[src/rtl/tfr_pkg.sv]
// Shared types, codes and helper functions for the telemetry frame receiver.
// No dependencies; imported by tfr_store, tfr_emit and the top level.
package tfr_pkg;

    localparam int MAX_PAYLOAD_DEF = 50;
    localparam int GPOS_W          = 5;     // width of payload positions read for gain words
    localparam int GAINS_PER_GROUP = 9;

    localparam logic [7:0] HDR0       = 8'hAA;
    localparam logic [7:0] HDR1       = 8'hAF;
    localparam logic [7:0] FUNC_LIMIT = 8'hF1;
    localparam logic [7:0] ACK_ID     = 8'hEF;
    localparam logic [7:0] ACK_LEN    = 8'h02;

    localparam logic [7:0] FN_READ    = 8'h02;
    localparam logic [7:0] FN_GAIN0   = 8'h10;
    localparam logic [7:0] FN_GAIN1   = 8'h11;
    localparam logic [7:0] FN_GAIN2   = 8'h12;
    localparam logic [7:0] FN_ACK0    = 8'h13;
    localparam logic [7:0] FN_ACK1    = 8'h14;
    localparam logic [7:0] FN_SAVE    = 8'h15;

    localparam logic [7:0] ARG_READBACK = 8'h01;
    localparam logic [7:0] ARG_RESTORE  = 8'hA1;

    localparam logic [1:0] KIND_GAIN  = 2'd0;
    localparam logic [1:0] KIND_ACK   = 2'd1;
    localparam logic [1:0] KIND_EVENT = 2'd2;

    localparam logic [1:0] EV_READBACK = 2'd0;
    localparam logic [1:0] EV_RESTORE  = 2'd1;
    localparam logic [1:0] EV_SAVE     = 2'd2;

    localparam logic [2:0] ACK_LAST_IDX = 3'd6;

    typedef logic [GPOS_W-1:0] t_gpos;

    typedef struct packed {
        logic       start;
        logic [7:0] func;
        logic [7:0] sum;
    } t_frame_cmd;

    typedef struct packed {
        logic  en;
        t_gpos pos_hi;
        t_gpos pos_lo;
    } t_rd_req;

    // One byte of the acknowledge frame AA AA EF 02 func sum check.
    function automatic logic [7:0] ack_byte(input logic [2:0] idx,
                                            input logic [7:0] fn,
                                            input logic [7:0] sum);
        logic [7:0] chk;
        chk = HDR0 + HDR0 + ACK_ID + ACK_LEN + fn + sum;
        case (idx)
            3'd0:    ack_byte = HDR0;
            3'd1:    ack_byte = HDR0;
            3'd2:    ack_byte = ACK_ID;
            3'd3:    ack_byte = ACK_LEN;
            3'd4:    ack_byte = fn;
            3'd5:    ack_byte = sum;
            default: ack_byte = chk;
        endcase
    endfunction

endpackage

[src/rtl/telemetry_frame_receiver_top.sv]
// Telemetry frame receiver, top level: frame parser, payload store, result sequencer.
// Depends on tfr_pkg, tfr_store and tfr_emit.
//
// Input channel (i_in_valid / o_in_ready / i_rx_byte) takes one received byte per word.
// The parser hunts for AA AF func len payload sum; a byte that does not fit returns it
// to idle. Output channel (o_out_valid / i_out_ready) carries one result word at a time:
// gain words, acknowledge bytes or events, with o_last_of_run on the final word of a run.
// A byte that causes no result never holds the input; the next byte may follow at once.
// A good sum byte of a function with results starts the sequencer, and o_in_ready stays
// low until its last word is taken. Gain words pass through store read, load and
// hand-over; acknowledge bytes and the save event through load and hand-over; a
// read-back or restore event through store read, load and hand-over. A read request
// with an unknown argument holds the input over store read and load and emits nothing.
// A frame of function 10h/11h yields nine gain words and seven acknowledge bytes.
// A stall on the output side holds the current word and blocks further input bytes.
// Reset (synchronous, active low) returns the parser to idle, clears the store's valid
// bits so that unwritten payload positions read as zero, and drops o_out_valid.
module telemetry_frame_receiver_top #(
    parameter int MAX_PAYLOAD = tfr_pkg::MAX_PAYLOAD_DEF
) (
    input  logic               i_clk,
    input  logic               i_rst_n,
    input  logic               i_in_valid,
    output logic               o_in_ready,
    input  logic [7:0]         i_rx_byte,
    output logic               o_out_valid,
    input  logic               i_out_ready,
    output logic [1:0]         o_kind,
    output logic [4:0]         o_gain_index,
    output logic signed [15:0] o_gain_value,
    output logic [7:0]         o_ack_byte,
    output logic [1:0]         o_event_code,
    output logic               o_last_of_run
);
    import tfr_pkg::*;

    localparam int CW = $clog2(MAX_PAYLOAD);

    localparam logic [2:0] P_IDLE = 3'd0;
    localparam logic [2:0] P_HDR1 = 3'd1;
    localparam logic [2:0] P_FUNC = 3'd2;
    localparam logic [2:0] P_LEN  = 3'd3;
    localparam logic [2:0] P_DATA = 3'd4;
    localparam logic [2:0] P_SUM  = 3'd5;

    logic [2:0]    r_pstate, n_pstate;
    logic [7:0]    r_func, n_func;
    logic [CW-1:0] r_left, n_left;
    logic [CW-1:0] r_count, n_count;
    logic [7:0]    r_sum, n_sum;

    logic       accept;
    logic       busy;
    logic       wr_en;
    logic       len_ok;
    logic [7:0] sum_add;
    t_frame_cmd cmd;
    t_rd_req    rd_req;
    logic [7:0] rd_hi;
    logic [7:0] rd_lo;

    assign o_in_ready = !busy;
    assign accept     = i_in_valid && o_in_ready;
    assign len_ok     = {1'b0, i_rx_byte} < 9'(MAX_PAYLOAD);
    assign sum_add    = r_sum + i_rx_byte;

    always_comb begin
        n_pstate  = r_pstate;
        n_func    = r_func;
        n_left    = r_left;
        n_count   = r_count;
        n_sum     = r_sum;
        wr_en     = 1'b0;
        cmd.start = 1'b0;
        cmd.func  = r_func;
        cmd.sum   = r_sum;
        if (accept) begin
            n_pstate = P_IDLE;
            case (r_pstate)
                P_IDLE: begin
                    if (i_rx_byte == HDR0) begin
                        n_pstate = P_HDR1;
                        n_sum    = i_rx_byte;
                    end
                end
                P_HDR1: begin
                    if (i_rx_byte == HDR1) begin
                        n_pstate = P_FUNC;
                        n_sum    = sum_add;
                    end
                end
                P_FUNC: begin
                    if (i_rx_byte < FUNC_LIMIT) begin
                        n_pstate = P_LEN;
                        n_func   = i_rx_byte;
                        n_sum    = sum_add;
                    end
                end
                P_LEN: begin
                    if (len_ok) begin
                        n_pstate = P_DATA;
                        n_left   = CW'(i_rx_byte);
                        n_count  = '0;
                        n_sum    = sum_add;
                    end
                end
                P_DATA: begin
                    // zero length falls through to idle
                    if (r_left != '0) begin
                        wr_en    = 1'b1;
                        n_count  = r_count + CW'(1);
                        n_left   = r_left - CW'(1);
                        n_sum    = sum_add;
                        n_pstate = (r_left == CW'(1)) ? P_SUM : P_DATA;
                    end
                end
                P_SUM: begin
                    // the sum byte lands in the store right after the payload
                    wr_en     = 1'b1;
                    cmd.start = (i_rx_byte == r_sum);
                end
                default: n_pstate = P_IDLE;
            endcase
        end
    end

    always_ff @(posedge i_clk) begin
        if (!i_rst_n) begin
            r_pstate <= P_IDLE;
            r_func   <= 8'h00;
            r_left   <= '0;
            r_count  <= '0;
            r_sum    <= 8'h00;
        end else begin
            r_pstate <= n_pstate;
            r_func   <= n_func;
            r_left   <= n_left;
            r_count  <= n_count;
            r_sum    <= n_sum;
        end
    end

    tfr_store #(
        .MAX_PAYLOAD(MAX_PAYLOAD)
    ) u_store (
        .i_clk    (i_clk),
        .i_rst_n  (i_rst_n),
        .i_wr_en  (wr_en),
        .i_wr_addr(r_count),
        .i_wr_data(i_rx_byte),
        .i_rd_req (rd_req),
        .o_rd_hi  (rd_hi),
        .o_rd_lo  (rd_lo)
    );

    tfr_emit u_emit (
        .i_clk        (i_clk),
        .i_rst_n      (i_rst_n),
        .i_cmd        (cmd),
        .o_rd_req     (rd_req),
        .i_rd_hi      (rd_hi),
        .i_rd_lo      (rd_lo),
        .o_busy       (busy),
        .o_out_valid  (o_out_valid),
        .i_out_ready  (i_out_ready),
        .o_kind       (o_kind),
        .o_gain_index (o_gain_index),
        .o_gain_value (o_gain_value),
        .o_ack_byte   (o_ack_byte),
        .o_event_code (o_event_code),
        .o_last_of_run(o_last_of_run)
    );

endmodule

[src/rtl/tfr_store.sv]
// Payload store: one write port, two registered read ports, per-entry valid bits.
// Depends on tfr_pkg. Entries never written since reset read as zero.
module tfr_store #(
    parameter int MAX_PAYLOAD = tfr_pkg::MAX_PAYLOAD_DEF
) (
    input  logic                           i_clk,
    input  logic                           i_rst_n,
    input  logic                           i_wr_en,
    input  logic [$clog2(MAX_PAYLOAD)-1:0] i_wr_addr,
    input  logic [7:0]                     i_wr_data,
    input  tfr_pkg::t_rd_req               i_rd_req,
    output logic [7:0]                     o_rd_hi,
    output logic [7:0]                     o_rd_lo
);
    import tfr_pkg::*;

    localparam int AW = $clog2(MAX_PAYLOAD);
    localparam int PW = (AW > GPOS_W) ? AW : GPOS_W;

    logic [7:0]             r_mem [MAX_PAYLOAD];
    logic [MAX_PAYLOAD-1:0] r_vld;
    logic [7:0]             r_hi;
    logic [7:0]             r_lo;
    logic                   r_hi_ok;
    logic                   r_lo_ok;

    logic [PW-1:0] pos_hi_ext;
    logic [PW-1:0] pos_lo_ext;
    logic [AW-1:0] addr_hi;
    logic [AW-1:0] addr_lo;
    logic          ok_hi;
    logic          ok_lo;

    assign pos_hi_ext = PW'(i_rd_req.pos_hi);
    assign pos_lo_ext = PW'(i_rd_req.pos_lo);
    assign addr_hi    = pos_hi_ext[AW-1:0];
    assign addr_lo    = pos_lo_ext[AW-1:0];
    // positions at or past the store depth read as zero
    assign ok_hi      = 32'(i_rd_req.pos_hi) < MAX_PAYLOAD;
    assign ok_lo      = 32'(i_rd_req.pos_lo) < MAX_PAYLOAD;

    always_ff @(posedge i_clk) begin
        if (i_wr_en) begin
            r_mem[i_wr_addr] <= i_wr_data;
        end
        if (i_rd_req.en && ok_hi) begin
            r_hi <= r_mem[addr_hi];
        end
        if (i_rd_req.en && ok_lo) begin
            r_lo <= r_mem[addr_lo];
        end
    end

    always_ff @(posedge i_clk) begin
        if (!i_rst_n) begin
            r_vld   <= '0;
            r_hi_ok <= 1'b0;
            r_lo_ok <= 1'b0;
        end else begin
            if (i_wr_en) begin
                r_vld[i_wr_addr] <= 1'b1;
            end
            if (i_rd_req.en) begin
                r_hi_ok <= ok_hi && r_vld[addr_hi];
                r_lo_ok <= ok_lo && r_vld[addr_lo];
            end
        end
    end

    assign o_rd_hi = r_hi_ok ? r_hi : 8'h00;
    assign o_rd_lo = r_lo_ok ? r_lo : 8'h00;

endmodule

[src/rtl/tfr_emit.sv]
// Result sequencer: walks gain words, acknowledge bytes and events for a good frame.
// Depends on tfr_pkg; reads the payload store through a t_rd_req port.
module tfr_emit (
    input  logic                i_clk,
    input  logic                i_rst_n,
    input  tfr_pkg::t_frame_cmd i_cmd,
    output tfr_pkg::t_rd_req    o_rd_req,
    input  logic [7:0]          i_rd_hi,
    input  logic [7:0]          i_rd_lo,
    output logic                o_busy,
    output logic                o_out_valid,
    input  logic                i_out_ready,
    output logic [1:0]          o_kind,
    output logic [4:0]          o_gain_index,
    output logic signed [15:0]  o_gain_value,
    output logic [7:0]          o_ack_byte,
    output logic [1:0]          o_event_code,
    output logic                o_last_of_run
);
    import tfr_pkg::*;

    localparam logic [1:0] E_IDLE = 2'd0;
    localparam logic [1:0] E_READ = 2'd1;
    localparam logic [1:0] E_LOAD = 2'd2;
    localparam logic [1:0] E_OUT  = 2'd3;

    localparam logic [1:0] PH_GAIN = 2'd0;
    localparam logic [1:0] PH_ACK  = 2'd1;
    localparam logic [1:0] PH_SAVE = 2'd2;
    localparam logic [1:0] PH_ARG  = 2'd3;

    logic [1:0] r_state, n_state;
    logic [1:0] r_phase, n_phase;
    logic [3:0] r_k, n_k;
    logic [7:0] r_func;
    logic [7:0] r_sum;
    logic       r_valid, n_valid;

    logic [1:0]         r_kind, n_kind;
    logic [4:0]         r_gidx, n_gidx;
    logic signed [15:0] r_gval, n_gval;
    logic [7:0]         r_ack, n_ack;
    logic [1:0]         r_ev, n_ev;
    logic               r_last, n_last;

    logic [3:0] gain_count;

    assign gain_count = (r_func == FN_GAIN2) ? 4'd6 : 4'(GAINS_PER_GROUP);

    // word k is big-endian at payload positions 2k and 2k+1
    assign o_rd_req.en     = (r_state == E_READ);
    assign o_rd_req.pos_hi = {r_k, 1'b0};
    assign o_rd_req.pos_lo = {r_k, 1'b1};

    always_comb begin
        n_state = r_state;
        n_phase = r_phase;
        n_k     = r_k;
        n_valid = r_valid;
        n_kind  = r_kind;
        n_gidx  = r_gidx;
        n_gval  = r_gval;
        n_ack   = r_ack;
        n_ev    = r_ev;
        n_last  = r_last;
        case (r_state)
            E_IDLE: begin
                if (i_cmd.start) begin
                    n_k = 4'd0;
                    case (i_cmd.func)
                        FN_GAIN0, FN_GAIN1, FN_GAIN2: begin
                            n_phase = PH_GAIN;
                            n_state = E_READ;
                        end
                        FN_ACK0, FN_ACK1, FN_SAVE: begin
                            n_phase = PH_ACK;
                            n_state = E_LOAD;
                        end
                        FN_READ: begin
                            n_phase = PH_ARG;
                            n_state = E_READ;
                        end
                        default: n_state = E_IDLE;
                    endcase
                end
            end
            E_READ: n_state = E_LOAD;
            E_LOAD: begin
                n_kind  = KIND_GAIN;
                n_gidx  = 5'd0;
                n_gval  = 16'sd0;
                n_ack   = 8'h00;
                n_ev    = EV_READBACK;
                n_last  = 1'b0;
                n_valid = 1'b1;
                n_state = E_OUT;
                case (r_phase)
                    PH_GAIN: begin
                        n_gidx = 5'(r_func[1:0]) * 5'(GAINS_PER_GROUP) + 5'(r_k);
                        n_gval = $signed({i_rd_hi, i_rd_lo});
                    end
                    PH_ACK: begin
                        n_kind = KIND_ACK;
                        n_ack  = ack_byte(r_k[2:0], r_func, r_sum);
                        n_last = (r_k[2:0] == ACK_LAST_IDX) && (r_func != FN_SAVE);
                    end
                    PH_SAVE: begin
                        n_kind = KIND_EVENT;
                        n_ev   = EV_SAVE;
                        n_last = 1'b1;
                    end
                    default: begin
                        n_kind = KIND_EVENT;
                        n_last = 1'b1;
                        if (i_rd_hi == ARG_READBACK) begin
                            n_ev = EV_READBACK;
                        end else if (i_rd_hi == ARG_RESTORE) begin
                            n_ev = EV_RESTORE;
                        end else begin
                            // unknown argument: nothing to report
                            n_valid = 1'b0;
                            n_state = E_IDLE;
                        end
                    end
                endcase
            end
            E_OUT: begin
                if (i_out_ready) begin
                    n_valid = 1'b0;
                    case (r_phase)
                        PH_GAIN: begin
                            if (r_k + 4'd1 < gain_count) begin
                                n_k     = r_k + 4'd1;
                                n_state = E_READ;
                            end else begin
                                n_k     = 4'd0;
                                n_phase = PH_ACK;
                                n_state = E_LOAD;
                            end
                        end
                        PH_ACK: begin
                            if (r_k[2:0] != ACK_LAST_IDX) begin
                                n_k     = r_k + 4'd1;
                                n_state = E_LOAD;
                            end else if (r_func == FN_SAVE) begin
                                n_phase = PH_SAVE;
                                n_state = E_LOAD;
                            end else begin
                                n_state = E_IDLE;
                            end
                        end
                        default: n_state = E_IDLE;
                    endcase
                end
            end
            default: n_state = E_IDLE;
        endcase
    end

    always_ff @(posedge i_clk) begin
        if (!i_rst_n) begin
            r_state <= E_IDLE;
            r_phase <= PH_GAIN;
            r_k     <= 4'd0;
            r_valid <= 1'b0;
        end else begin
            r_state <= n_state;
            r_phase <= n_phase;
            r_k     <= n_k;
            r_valid <= n_valid;
        end
    end

    always_ff @(posedge i_clk) begin
        if (r_state == E_IDLE && i_cmd.start) begin
            r_func <= i_cmd.func;
            r_sum  <= i_cmd.sum;
        end
        r_kind <= n_kind;
        r_gidx <= n_gidx;
        r_gval <= n_gval;
        r_ack  <= n_ack;
        r_ev   <= n_ev;
        r_last <= n_last;
    end

    assign o_busy        = (r_state != E_IDLE);
    assign o_out_valid   = r_valid;
    assign o_kind        = r_kind;
    assign o_gain_index  = r_gidx;
    assign o_gain_value  = r_gval;
    assign o_ack_byte    = r_ack;
    assign o_event_code  = r_ev;
    assign o_last_of_run = r_last;

endmodule
[config.mk]
export PLATFORM = sky130hd
export DESIGN_NAME = telemetry_frame_receiver_top
export DESIGN_NICKNAME = d
export VERILOG_FILES = /design/src/rtl/tfr_pkg.sv /design/src/rtl/telemetry_frame_receiver_top.sv /design/src/rtl/tfr_store.sv /design/src/rtl/tfr_emit.sv
export SDC_FILE = /design/constraint.sdc
export NUM_CORES = 1
export LEC_CHECK = 0
export ABC_AREA = 1
export ABC_CLOCK_PERIOD_IN_PS = 2700
export BUFFER_PORTS_ARGS = -buffer_cell sky130_fd_sc_hd__buf_2
export CAP_MARGIN = 10
export CORE_UTILIZATION = 45
export DETAILED_ROUTE_END_ITERATION = 8
export PLACE_DENSITY = 0.68
export SYNTH_ARGS = -nofsm -noshare
export SYNTH_HDL_FRONTEND = slang
export SYNTH_SLANG_ARGS = --single-unit
export TNS_END_PERCENT = 20
[constraint.sdc]
create_clock -name i_clk -period 2.7 [get_ports i_clk]
set_clock_uncertainty 0.1 [all_clocks]
set_input_delay 0.54 -clock i_clk [delete_from_list [all_inputs] [get_ports i_clk]]
set_output_delay 0.54 -clock i_clk [all_outputs]
set_load 0.1 [all_outputs]
After elaboration in Yosys (flattened, before gate mapping)
Memories as Yosys holds them, arrays and structs flattened. A register that Yosys moved wholly into a read port is not among the register bits. Index checks and enable logic that the tools add are counted.

Output and inout bits: 36. Logic and storage cells: 183. Memory bits (writable): 400. Bits of input ports: 12. Memories: 1. Register bits after elaboration: 142.

Equal/unequal tests: 46. Reduce and logical (&&, ||, !) cells: 29. $lt $le $gt $ge: 7. Mux-type cells: 70. Bitwise operators: 1. $mul: 1. Add/subtract/negate cells: 7.

Memories: u_store.r_mem (depth 50, bits a word 8, rd ports 2, clocked after Yosys merged registers in 2, wr ports 1, line tfr_store.sv:20) `logic [7:0] r_mem [MAX_PAYLOAD];`.

Operators with widths (count): $pmux 8 s5 (2); $eq 8x5->1 const B (8); $or 50x50->50 (1); $mux 8 (6); $mux 2 (16); $eq 8x8->1 const B (3); $mux 6 (4); $pmux 2 s2 (6); $pmux 6 s2 (2); $mux 4 (5); $add 8x8->8 (2); $mux 1 (16); $pmux 4 s2 (2); $eq 3x3->1 const B (5); $pmux 3 s5 (1); $lt 5x7->1 const B (2); $eq 3x2->1 const B (4); $ne 2x2->1 const B (6); $ne 3x2->1 const B (3); $ne 3x3->1 const B (3); $reduce_or 3->1 (3); $add 7x8->8 const A (1); $bmux 1 s4 (2); $eq 8x1->1 const B (1); other kinds (39) (57).

Depth between registers and ports, before layout
Depth in word-level cells: 7. Gate-level depth with buffers: 14. Mapped depth without buffers: 13.

Hierarchy
Synthesis repeated with hierarchy kept, for this count alone.

Cells, all modules: 2457. Area total of the unflattened synthesis: 20786.2 um2.

By module, submodules not included: tfr_store (area an instance 15289.7 um2, cells an instance 1755, seq. area each 8848.5 um2, instances 1); tfr_emit (area an instance 3290.7 um2, cells an instance 346, seq. area each 1681.6 um2, instances 1); telemetry_frame_receiver_top (area an instance 2205.9 um2, cells an instance 356, seq. area each 620.6 um2, instances 1).

Worst setup path before layout
Ideal clock, no wire load.

Path type: register -> register. Start point: register u_emit.r_state[0]. End point: memory u_store.r_mem[14][0] (enable). Library setup time: 374 ps. Stages on the path, launching flop included: 9. Slack: -326 ps. Data arrival time: 2552 ps. Clock period less this slack: 3026 ps. Data required time: 2226 ps. Path buffers: 0. Cells stage by stage: dfxtp_1 -> inv_1 -> ha_1 -> nand2_1 -> inv_1 -> nand2_2 -> inv_2 -> nand3_2 -> nor2_1.

Word-level cells in the longest chain between the ends: 6.

RTL lines: start, declared (line tfr_emit.sv:32) `logic [1:0] r_state, n_state;`; start signal, assigned (line tfr_emit.sv:167) `r_state <= n_state;`; $reduce_bool 2->1 (line tfr_emit.sv:187) `assign o_busy = (r_state != E_IDLE);`; $logic_not 1->1 (line telemetry_frame_receiver_top.sv:62) `assign o_in_ready = !busy;`; named net o_in_ready (line telemetry_frame_receiver_top.sv:24) `output logic o_in_ready,`; $logic_and 1x1->1 (line telemetry_frame_receiver_top.sv:63) `assign accept = i_in_valid && o_in_ready;`; $mux 1 (line telemetry_frame_receiver_top.sv:77) `if (accept) begin`; $mux 1 (line tfr_store.sv:43) `if (i_wr_en) begin`; $mux 1 (implied by the code) (line tfr_store.sv:44) `r_mem[i_wr_addr] <= i_wr_data;`; end, declared (line tfr_store.sv:20).

The timed path passes the listed nets, and every way through them passes these cells.

Worst setup path after layout
Start point: register r_left[0]. End point: memory u_store.r_mem[0][0] (enable).

Word-level cells in the longest chain between the ends: 6.

RTL lines: start, declared (line telemetry_frame_receiver_top.sv:48) `logic [CW-1:0] r_left, n_left;`; start signal, assigned (line telemetry_frame_receiver_top.sv:137) `r_left <= n_left;`; $reduce_bool 6->1 (line telemetry_frame_receiver_top.sv:109) `if (r_left != '0) begin`; $mux 1 (line telemetry_frame_receiver_top.sv:109); $pmux 1 s2 (line telemetry_frame_receiver_top.sv:79) `case (r_pstate)`; $mux 1 (line telemetry_frame_receiver_top.sv:77); $mux 1 (line tfr_store.sv:43); $mux 1 (implied by the code) (line tfr_store.sv:44).

No other way between the ends.

==> run_results.csv <==
group,metric,value,unit
run_status,status,"finished, final reports clean",
sta,tightest_slew,0.742,ns
grt,grt_first_pass_wirelength,63500,µm
synth,async_flop_share,0,%
drt,drc,0,
synth,syn_inst,1538,
worst_setup_path,reg2reg_depth,11,
hold_path,whs_endpoint,"u_emit.o_out_valid$_SDFFE_PN0P_",
grt,grt_max_degree,116,
hold_path,hold_class,"primary input to flip-flop",
sta,drv_slew,0,
cells_and_area,regMostFlops,"u_store.r_mem",
sta,setup_viol,0,
floorplan,die_area,38600,µm²
cells_and_area,final_nets,1665,
power,cell_internal_pwr,10.3,mW
cells_and_area,syn2layout_area_growth,14.0,%
cts,clkLatencyLatePin,0.54,ns
grt,gr-total-overflow,0,
placement,dpl_cell_area,18100,µm²
grt,gr-usage-met3,3.63,%
drt,drt_wl_total,40800,µm
floorplan,die_h,196,µm
floorplan,start_util,46.1,%
grt,top_usage_layer,"met2",
sta,max_slew_margin,50.2,%
drt,vias,11800,
cells_and_area,final_core_util,52.5,%
synth,synth_edf_count,322,
worst_setup_path,path_max_fanout,8,
synth,synth_nets,1591,
grt,grt_pass1_vias,11200,
flow_run,drv_cap,0,
grt,grt_util_met2,34.1,%
worst_setup_path,critPathRequiredTime,2.79,ns
cts,cts_max_path_buffers,3,
hold_path,min_from,"i_out_ready",
placement,place_ws,0.0708,ns
synth,seq_area_frac_synth,65.6,%
sta,hold_ws,0.340,ns
synth,syn-cell-area,17000,µm²
synth,avgSynthCellArea,11.1,µm²
placement,dp_hpwl,25600,µm
sta,finalHoldViolCount,0,
synth,yosysTopAreaCellShare,56.9,%
drt,ant_nets,0,
synth,synth_top_flop_cell,"edfxtp_1",
power,swShare,22.7,%
synth,synth_area_leader_cell,"edfxtp_1",
placement,placement.io_buffers,47,
cells_and_area,largest_register_ffs,256,
worst_setup_path,crit_path_end_kind,"flip-flop",
cts,holdBufCountCts,0,
cells_and_area,multi_input_area,5060,µm²
cts,clk_pin_slew,0.06,ns
power,leakage,6.98,nW
worst_setup_path,rr_endpoint,"u_store.r_mem[0][0]$_DFFE_PP_",
synth,synthTopCellsByArea,"edfxtp_1 (57%), dfxtp_1 (8.7%), o21ai_0 (5.8%), nor2_1 (5.6%), nand2_1 (3.2%)",
cells_and_area,diodes,0,
cells_and_area,drive_above_1_share,11.8,%
sta,rsz0062_at_grt,"no",
drt,viasPerCell,5.49,
grt,use_met1,29.9,%
sta,finalCritPeriodShare,91.0,%
power,combPwrFrac,7.4,%
sta,max_clock_freq,407,MHz
drt,wl_per_cell,19.0,µm
cells_and_area,final_area,19400,µm²
worst_setup_path,path_class,"flip-flop to flip-flop",
cts,cts_tree,"yes",
floorplan,fp.coreArea,36900,µm²
floorplan,die_w,196,µm
cts,cts_sinks,396,
placement,routabilityCongestion,0.822,
grt,track_usage,21.4,%
power,power_frac_seq,50.7,%
sta,timing.final.ws_setup,0.242,ns
cts,root_buffer,"clkbuf_16",
cts,cts-resized-gates,0,
cts,cts_max_level,2,
cells_and_area,regArea,11200,µm²
drt,drtPass1Iterations,7,
cts,cts_made_buffers,40,
worst_setup_path,r2r_setup_slack,0.24,ns
sta,setup-tns-final,0,ns
worst_setup_path,cp.arrival,2.55,ns
grt,antenna_found_initial,1,
power,max-vdd-ir-drop,0.000336,V
hold_path,hold_path_depth,5,
sta,fin_crit,2.46,ns
floorplan,io_pins,48,
cts,cts_setup_buffers,0,
worst_setup_path,rr_startpoint,"r_left[0]$_SDFFE_PN0P_",
cells_and_area,nFillCells,3164,
synth,yosys_warnings,0,
power,power_switching,3.02,mW
worst_setup_path,startpoint_type,"flip-flop",
power,power_density,685,nW/µm²
drt,drt_iter0_drc,1129,
synth,synth_seq_cells,396,
power,clkPwrFrac,41.9,%
synth,ys_types,44,
floorplan,rows,70,
[per-stage QoR]
step                power [mW]  std cells
CTS                       13.3       2147
global route              13.7       2147
floorplan                 7.43       1538
global placement          7.82       2074
detailed placement        7.83       2074
finish                    13.3       2147
[power by group through the flow]
stage                     clock network, mW  logic, mW  registers, mW
after floorplan                           0      0.520           6.91
after global placement                    0      0.966           6.85
after detailed placement                  0      0.975           6.85
after CTS                              5.63      0.981           6.72
after global routing                   5.87       1.07           6.73
final                                  5.56      0.983           6.72
[cell families (layout without fill, tap and decap cells)]
| family | after synthesis | after routing | synth area share [%] |
|---|---|---|---|
| adders and majority gates | 41 | 41 | 3.15 |
| and+or+nand+nor | 495 | 495 | 12.2 |
| xor gates and xnor gates | 13 | 13 | 0.670 |
| DFF | 396 | 396 | 65.6 |
| AOI/OAI and AO/OA | 391 | 391 | 13.7 |
| buffers and inverters | 202 | 307 | 4.67 |
[placed cells by master, fill, tap and decap left out, drive strengths merged, types with 3 or more instances in the layout]
cell type / netlist / final
clkinv: 2 / 12
or2: 3 / 3
nor4: 4 / 4
o221ai: 52 / 52
ha: 38 / 38
bufinv: 0 / 5
nor2: 256 / 256
nand4: 6 / 6
dfxtp: 74 / 74
fa: 3 / 3
nand3: 59 / 59
a21oi: 59 / 59
o21ai: 198 / 198
o21a: 25 / 25
a31oi: 7 / 7
clkbuf: 53 / 55
inv: 126 / 128
a211oi: 4 / 4
o22ai: 21 / 21
nor3: 16 / 16
xnor2: 3 / 3
o211ai: 19 / 19
buf: 21 / 106
nand2: 151 / 151
edfxtp: 322 / 322
xor2: 10 / 10
[routing by layer]
layer,vias up,part of all wire (%)
met3,65,7.2
met5,-,0
li1,5637,-
met2,415,46
met4,0,2.2
met1,5668,45
[worst max-delay path: stages, from the launching register on]
cell,delay (ns)
dfxtp_1,0.39
inv_1,0.08
ha_1,0.23
nand2_1,0.08
nor2_1,0.05
nand2_1,0.14
nand2_4,0.07
nand2_2,0.06
nand2_2,0.09
nor4_4,0.36
nand2_1,0.15
inv_1,0.31
[worst max path at each step]
stage	from	endpoint	slack, ns	cells past startpoint
after floorplan	u_emit.r_state[0]$_SDFFE_PN0P_	u_store.r_mem[14][0]$_DFFE_PP_	0.08	8
after global placement	i_rx_byte[2]	u_emit.r_k[0]$_SDFFE_PN0P_	0.08	12
after detailed placement	i_rx_byte[5]	u_emit.r_k[0]$_SDFFE_PN0P_	0.07	12
after CTS	r_left[0]$_SDFFE_PN0P_	u_store.r_mem[0][5]$_DFFE_PP_	0.22	11
after global routing	u_emit.r_func[0]$_DFFE_PP_	u_emit.o_ack_byte[7]$_SDFFCE_PN0P_	0.004	13
final	r_left[0]$_SDFFE_PN0P_	u_store.r_mem[0][0]$_DFFE_PP_	0.24	11
[synthesized netlist by cell type, types with 2 or more instances]
master and number:
a211oi_1 4, a21oi_1 59, a31oi_1 7, buf_1 4
buf_2 13, buf_4 3, clkbuf_1 53, clkinv_1 2
dfxtp_1 74, edfxtp_1 322, fa_1 3, ha_1 38
inv_1 120, inv_2 6, nand2_1 143, nand2_2 6
nand2_4 2, nand3_1 56, nand3_2 3, nand4_1 6
nor2_1 255, nor3_1 14, nor4_1 2, o211ai_1 19
o21a_1 25, o21ai_0 197, o221ai_1 52, o22ai_1 21
or2_2 3, xnor2_1 3, xor2_1 10
[final cells by class]
type                            count  share of cell area (%)
Clock buffer                       55                    5.61
Clock inverter                     18                    1.18
Inverter                          128                    2.49
Multi-Input combinational cell    940                    26.1
Sequential cell                   396                    57.6
Tap cell                          504                    3.25
Timing Repair Buffer              106                    3.76
Power figures use the tool's default switching activity.
